File: src/sv/sfir_pkg.sv
package sfir_pkg;

  // Default configuration of the filter.
  localparam int unsigned NtapDef       = 481;
  localparam int unsigned SampleBitsDef = 24;
  localparam int unsigned CoefBitsDef   = 24;

  // Width of the coefficient index field on the input word.
  localparam int unsigned CoefIndexBits = 8;

  // Item kinds carried in the mode bit.
  localparam logic ModeFilter = 1'b0;
  localparam logic ModeLoad   = 1'b1;

  // Per-cycle control handed from the sequencer to the multiply-accumulate
  // datapath. It travels with the read addresses issued in the same cycle.
  typedef struct packed {
    logic clr;     // start of a new filter run: clear the accumulator
    logic valid;   // a tap read is issued this cycle
    logic centre;  // this read is the centre tap (last of the run)
  } mac_ctl_t;

endpackage

File: src/sv/sfir_mac.sv
module sfir_mac #(
  parameter int unsigned SAMPLE_BITS = sfir_pkg::SampleBitsDef,
  parameter int unsigned COEF_BITS   = sfir_pkg::CoefBitsDef
) (
  input  logic                   clk_i,
  input  logic                   rst_ni,
  input  sfir_pkg::mac_ctl_t     ctl_i,
  input  logic [SAMPLE_BITS-1:0] tap_a_i,
  input  logic [SAMPLE_BITS-1:0] tap_b_i,
  input  logic [COEF_BITS-1:0]   coef_i,
  output logic                   done_o,
  output logic [SAMPLE_BITS-1:0] result_o,
  output logic                   clipped_o
);

  // Pair sum is one bit wider than a sample; the product adds the coefficient
  // width; up to 256 terms need eight guard bits, plus one spare.
  localparam int unsigned SumW  = SAMPLE_BITS + 1;
  localparam int unsigned ProdW = SumW + COEF_BITS;
  localparam int unsigned AccW  = ProdW + 9;
  localparam int unsigned ShW   = AccW - COEF_BITS + 1;
  localparam logic [AccW-1:0] RndConst = AccW'(1) << (COEF_BITS - 2);

  // Stage tags: read data valid, pair summed, product formed.
  logic rd_v_q, rd_v_d, rd_last_q, rd_last_d;
  logic sum_v_q, sum_v_d, sum_last_q, sum_last_d;
  logic prod_v_q, prod_v_d, prod_last_q, prod_last_d;
  logic done_q, done_d;

  logic signed [SumW-1:0]      sum_q, sum_d;
  logic signed [COEF_BITS-1:0] coef_q, coef_d;
  logic signed [ProdW-1:0]     prod_q, prod_d;
  logic signed [AccW-1:0]      acc_q, acc_d;

  logic [SumW-1:0] ext_a, ext_b;
  logic [AccW-1:0] rnd;
  logic [ShW-1:0]  shifted;
  logic [ShW-SAMPLE_BITS:0] top_bits;
  logic in_range;

  always_comb begin
    rd_v_d    = ctl_i.valid;
    rd_last_d = ctl_i.centre;

    ext_a = {tap_a_i[SAMPLE_BITS-1], tap_a_i};
    ext_b = rd_last_q ? '0 : {tap_b_i[SAMPLE_BITS-1], tap_b_i};
    sum_d      = $signed(ext_a + ext_b);
    coef_d     = $signed(coef_i);
    sum_v_d    = rd_v_q;
    sum_last_d = rd_last_q;

    prod_d      = sum_q * coef_q;
    prod_v_d    = sum_v_q;
    prod_last_d = sum_last_q;

    acc_d = acc_q;
    if (ctl_i.clr) begin
      acc_d = '0;
    end else if (prod_v_q) begin
      acc_d = acc_q + AccW'(prod_q);
    end
    done_d = prod_v_q & prod_last_q;
  end

  always_ff @(posedge clk_i or negedge rst_ni) begin
    if (!rst_ni) begin
      rd_v_q      <= 1'b0;
      rd_last_q   <= 1'b0;
      sum_v_q     <= 1'b0;
      sum_last_q  <= 1'b0;
      prod_v_q    <= 1'b0;
      prod_last_q <= 1'b0;
      done_q      <= 1'b0;
      acc_q       <= '0;
    end else begin
      rd_v_q      <= rd_v_d;
      rd_last_q   <= rd_last_d;
      sum_v_q     <= sum_v_d;
      sum_last_q  <= sum_last_d;
      prod_v_q    <= prod_v_d;
      prod_last_q <= prod_last_d;
      done_q      <= done_d;
      acc_q       <= acc_d;
    end
  end

  always_ff @(posedge clk_i) begin
    sum_q  <= sum_d;
    coef_q <= coef_d;
    prod_q <= prod_d;
  end

  // Round half up, drop the coefficient fraction bits, then saturate.
  always_comb begin
    rnd      = acc_q + RndConst;
    shifted  = rnd[AccW-1:COEF_BITS-1];
    top_bits = shifted[ShW-1:SAMPLE_BITS-1];
    in_range = (&top_bits) | ~(|top_bits);
    if (in_range) begin
      result_o = shifted[SAMPLE_BITS-1:0];
    end else if (shifted[ShW-1]) begin
      result_o = {1'b1, {(SAMPLE_BITS-1){1'b0}}};
    end else begin
      result_o = {1'b0, {(SAMPLE_BITS-1){1'b1}}};
    end
    clipped_o = ~in_range;
  end

  assign done_o = done_q;

endmodule

File: config.mk
export PLATFORM = sky130hd
export DESIGN_NAME = sfir_mac
export DESIGN_NICKNAME = d
export VERILOG_FILES = /design/src/sv/sfir_pkg.sv /design/src/sv/sfir_mac.sv
export SDC_FILE = /design/constraint.sdc
export NUM_CORES = 2
export LEC_CHECK = 0
export ABC_AREA = 1
export BUFFER_PORTS_ARGS = -buffer_cell sky130_fd_sc_hd__buf_2
export CAP_MARGIN = 40
export CORE_ASPECT_RATIO = 1.2
export CORE_MARGIN = 3
export CORE_UTILIZATION = 25
export DETAILED_ROUTE_END_ITERATION = 8
export HOLD_SLACK_MARGIN = 0.08
export MAX_ROUTING_LAYER = met4
export PLACE_DENSITY = 0.49
export SLEW_MARGIN = 20
export SYNTH_ARGS = -nofsm -noshare
export SYNTH_HDL_FRONTEND = slang
export SYNTH_SLANG_ARGS = --single-unit
export TNS_END_PERCENT = 20
File: constraint.sdc
create_clock -name clk_i -period 8.3 [get_ports clk_i]
set_clock_uncertainty 0.2 [all_clocks]
set_input_delay 1.245 -clock clk_i [delete_from_list [all_inputs] [get_ports clk_i]]
set_output_delay 1.245 -clock clk_i [all_outputs]
set_load 0.005 [all_outputs]
After elaboration in Yosys (flattened, before gate mapping)
Cells that the tools add are included.
Cells by class
  bitwise logic cells: 4
  reduce and logical (&&, ||, !) cells: 3
  muxes and demuxes: 5
  $add $sub $neg: 3
  multiply operators: 1
Operator list (count)
  58-bit 2-to-1 mux: 2
  58-bit by 23-bit adder with 58-bit output, second input constant: 1
  58-bit by 49-bit adder with 58-bit output: 1
  25-bit by 24-bit multiplier with 49-bit output: 1
  24-bit 2-to-1 mux: 2
  25-bit adder: 1
  25-bit 2-to-1 mux: 1
  12-bit AND reduction: 1
  12-bit OR reduction: 1
  1-bit inverter: 2
  2-bit nonzero test: 1
  1-bit bitwise AND: 1
  1-bit bitwise OR: 1
Word-level totals
  word-level logic and storage cells: 27
  output and inout port bits: 26
  bits in registers: 163

Logic depth before layout (Yosys ltp)
  word-level depth: 5
  depth in mapped cells: 30
  depth with buffers taken out: 28

Worst setup path before layout
OpenSTA, ideal clock, no wires.
  path type: register to register
  start: reg coef_q[2]
  end: reg prod_q[47]
  library setup time: 72 ps
  cell stages (with the launch flop): 26
  data required time: 8028 ps
  data arrival time: 6339 ps
  path slack: 1690 ps
  cell sequence: dfxtp_1 clkbuf_1 clkbuf_1 nand2_1 inv_1 fa_1 fa_1 inv_1 fa_1 inv_1 fa_1 fa_1 inv_1 fa_1 inv_1 fa_1 ha_1 inv_1 nor3_1 inv_1 nor2_1 inv_1 nor3_1 nand3_1 nand3_1 xor2_1
Between the ends
  longest elaborated chain between the ends: 1
RTL lines
  start, declared: RTL line sfir_mac.sv:31  | logic signed [COEF_BITS-1:0] coef_q, coef_d;
  start signal, assigned: RTL line sfir_mac.sv:89  | coef_q <= coef_d;
  25-bit by 24-bit multiplier with 49-bit output: RTL line sfir_mac.sv:52  | prod_d = sum_q * coef_q;
  net prod_d[47]: RTL line sfir_mac.sv:32  | logic signed [ProdW-1:0] prod_q, prod_d;
  end signal, assigned: RTL line sfir_mac.sv:90  | prod_q <= prod_d;
  end, declared: RTL line sfir_mac.sv:32
The timed path passes the listed nets, and every way through them passes these cells.
A chain may end at the register's enable or synchronous reset.

Worst setup path in the final report
  start: reg coef_q[3]
  end: reg prod_q[45]
The elaborated chain is that of the path after synthesis.

==> run metrics <==
average wire per standard cell between 15 and 20 um; placed inst area 0.0376 mm^2; Reg2Reg Setup Slack around 860 ps; Main synth FF type dfxtp_1; Final period util 89.6%; area leader, netlist fa_1; DR iter-0 viols between 1000 and 1500; Rows between 100 and 150; GR Util All Layers approximately 17%; final core occ between 20 and 30%; die span in x about 350 um; gr ovfl total 0; TritonCTS buffer count 17; I/O pin cnt 103; Hold Crit Endpoint prod_v_d$_DFF_PN0_; Final Hold Vio Count 0; synth cell count leaders nand2_1, inv_1, fa_1, nor2_1, ha_1; vias just under 30000; Die Area 0.143 mm^2; Final #Nets between 5000 and 6000; Cells after DPL about 6600; Post-CTS Setup Inserts 0; Synth Warn # 0; cell depth of the worst flop-to-flop path 19; PortBufs around 100; Cells after Synth between 4000 and 5000; Critical Path Fanout Max 14; RR Endpoint prod_q[45]$_DFF_P_; clk buf depth 2; worst hold start rd_v_q$_DFF_PN0_; Worst Tran Pin Value between 900 and 1000 ps; WP data required about 8500 ps; Area Overhead vs Synth 10.3%; first-pass GRT wire length 178 mm; Finish-stage setup viols 0; Skew-Pair Late Insertion Delay about 540 ps; Vias/cell 4.35; initial antenna violation count 3; CTS sink cnt between 150 and 200; max cap viols 0; DP HPWL ~99 mm; Hold Buf Count CTS 0; Initial DRT Pass Iterations 8; status finished clean; vias in the first global route 31000; die height ~410 um; most frequent cell after synthesis nand2_1; CTS clock-pin slew for the worst setup and hold paths 70 ps; Mapped Nets between 5000 and 6000; mapped cell area between 0.03 and 0.04 mm^2; CP startpoint kind register; final WL 113 mm; layout cells sized above 1 a little over 5%; hold path depth 0; Critical R2R Launch coef_q[3]$_DFF_P_; Initial Utilization about a quarter; non-filler cells, final between 6000 and 7000; Max Slew Vio Count 0; aggregate negative setup slack 0 ps; Seq/Total Area, Yosys about a tenth; share of the synthesized area in the top cell type around 36%; Routed Antenna Nets 0; average cell area after synthesis between 7 and 8 um^2; f_max ~0.13 GHz; Slew headroom approximately a third; distinct cell type count of the synthesized netlist 41; GP Congestion between 0.9 and 1; Async SR Flop Fraction approximately two fifths; minimum clock period around 7400 ps; drt drc 0; #FFs+latches synth 163; Critical Path AT 7630 ps; CTS tree done; Hold/Removal Path Class register to register; largest net degree at the start of global routing between 50 and 60; unrepaired setup endpoints after global routing no; Synth area leaders fa_1, nand2_1, inv_1, ha_1, dfxtp_1; Final Instance Area between 0.03 and 0.04 mm^2; Resize count post-CTS 0; clk root buf clkbuf_16; core area about 0.14 mm^2; Worst Path Class, Setup register to register; number of enable flip-flop cells after synthesis 0; crit path capture type register; Clock H-tree levels 4
worst max-delay path: stages, from the launching register on:
cell	delay, ps
dfxtp_1	720
nand2_1	210
inv_1	170
fa_1	450
fa_1	560
inv_1	210
fa_1	600
inv_1	360
fa_1	520
fa_1	570
fa_1	430
fa_1	440
ha_1	390
a21oi_1	240
o21ai_0	210
nand2_1	120
o211ai_1	170
nor2_1	240
nand3_1	260
xor2_1	220
worst max-delay path by stage:
stage | start | to | slack [ps] | cells past startpoint
after floorplan | coef_q[2]$_DFF_P_ | prod_q[47]$_DFF_P_ | 1690 | 25
after global placement | coef_q[9]$_DFF_P_ | prod_q[45]$_DFF_P_ | 680 | 19
after detailed placement | coef_q[3]$_DFF_P_ | prod_q[45]$_DFF_P_ | 840 | 19
after CTS | coef_q[3]$_DFF_P_ | prod_q[45]$_DFF_P_ | 790 | 19
after global routing | coef_q[3]$_DFF_P_ | prod_q[45]$_DFF_P_ | 480 | 19
final | coef_q[3]$_DFF_P_ | prod_q[45]$_DFF_P_ | 860 | 19
area by class of cell:
class	instances	area, um^2
repair buffers	191	1260
diodes	2	5.00
clock buffers	23	489
clock inverters	9	80.1
multi-input cells	3245	25900
inverters	1231	4620
flip-flops and latches	163	3590
fillers	15300	99400
well taps	1812	2270
stage by stage:
step | setup slack [ps] | hold slack [ps]
after floorplan | 1690 | 131
after global placement | 681 | 134
after detailed placement | 841 | 136
after CTS | 791 | 151
after global routing | 484 | 153
final | 863 | 148
kinds of logic (layout without fill, tap and decap cells):
logic type	count (synthesis)	count (layout)	share of synthesized area, %
AOI/OAI and AO/OA	378	378	5.94
xor gates and xnor gates	95	95	2.44
adders and majority gates	849	849	44.3
buffers and inverters	1369	1454	14.9
DFF	163	163	10.4
other	0	2	0
and+or+nand+nor	1923	1923	22.0
state kept, by name, summed over array words and instances, names as in the netlist:
signal and flops:
prod_last_d 1, rd_last_q 1, done_o 1, prod_q 49, prod_last_q 1, acc_q 58
prod_v_q 1, coef_q 24, sum_q 25, prod_v_d 1, rd_v_q 1
cell usage in the layout, fill, tap and decap left out, types with 4 or more instances in the layout:
cell type,instances
nand2_1,1333
inv_1,1231
fa_1,631
nor2_1,353
ha_1,218
a21oi_1,170
o21ai_0,141
nand3_1,139
buf_2,102
dfxtp_1,98
buf_4,79
xor2_1,65
dfrtp_1,65
nand4_1,33
nor3_1,30
xnor2_1,29
o21bai_1,22
clkbuf_16,18
a21o_1,11
or2_2,10
a21boi_0,9
buf_8,9
a31oi_1,7
nor2_2,7
inv_6,6
o21a_1,4
nand3b_1,4
routing by layer:
metal / vias up / routed length, um / GRT usage [%]
met1: 14300 / 46200 / 18.8
met3: 133 / 3140 / 1.49
met5: - / 0 / -
met4: 0 / 3320 / 5.25
li1: 14100 / - / -
met2: 518 / 60300 / 30.9
Power is left out: the tool's default activity adds up to more than one toggle a clock period on the data nets, which glitch-free logic cannot reach.
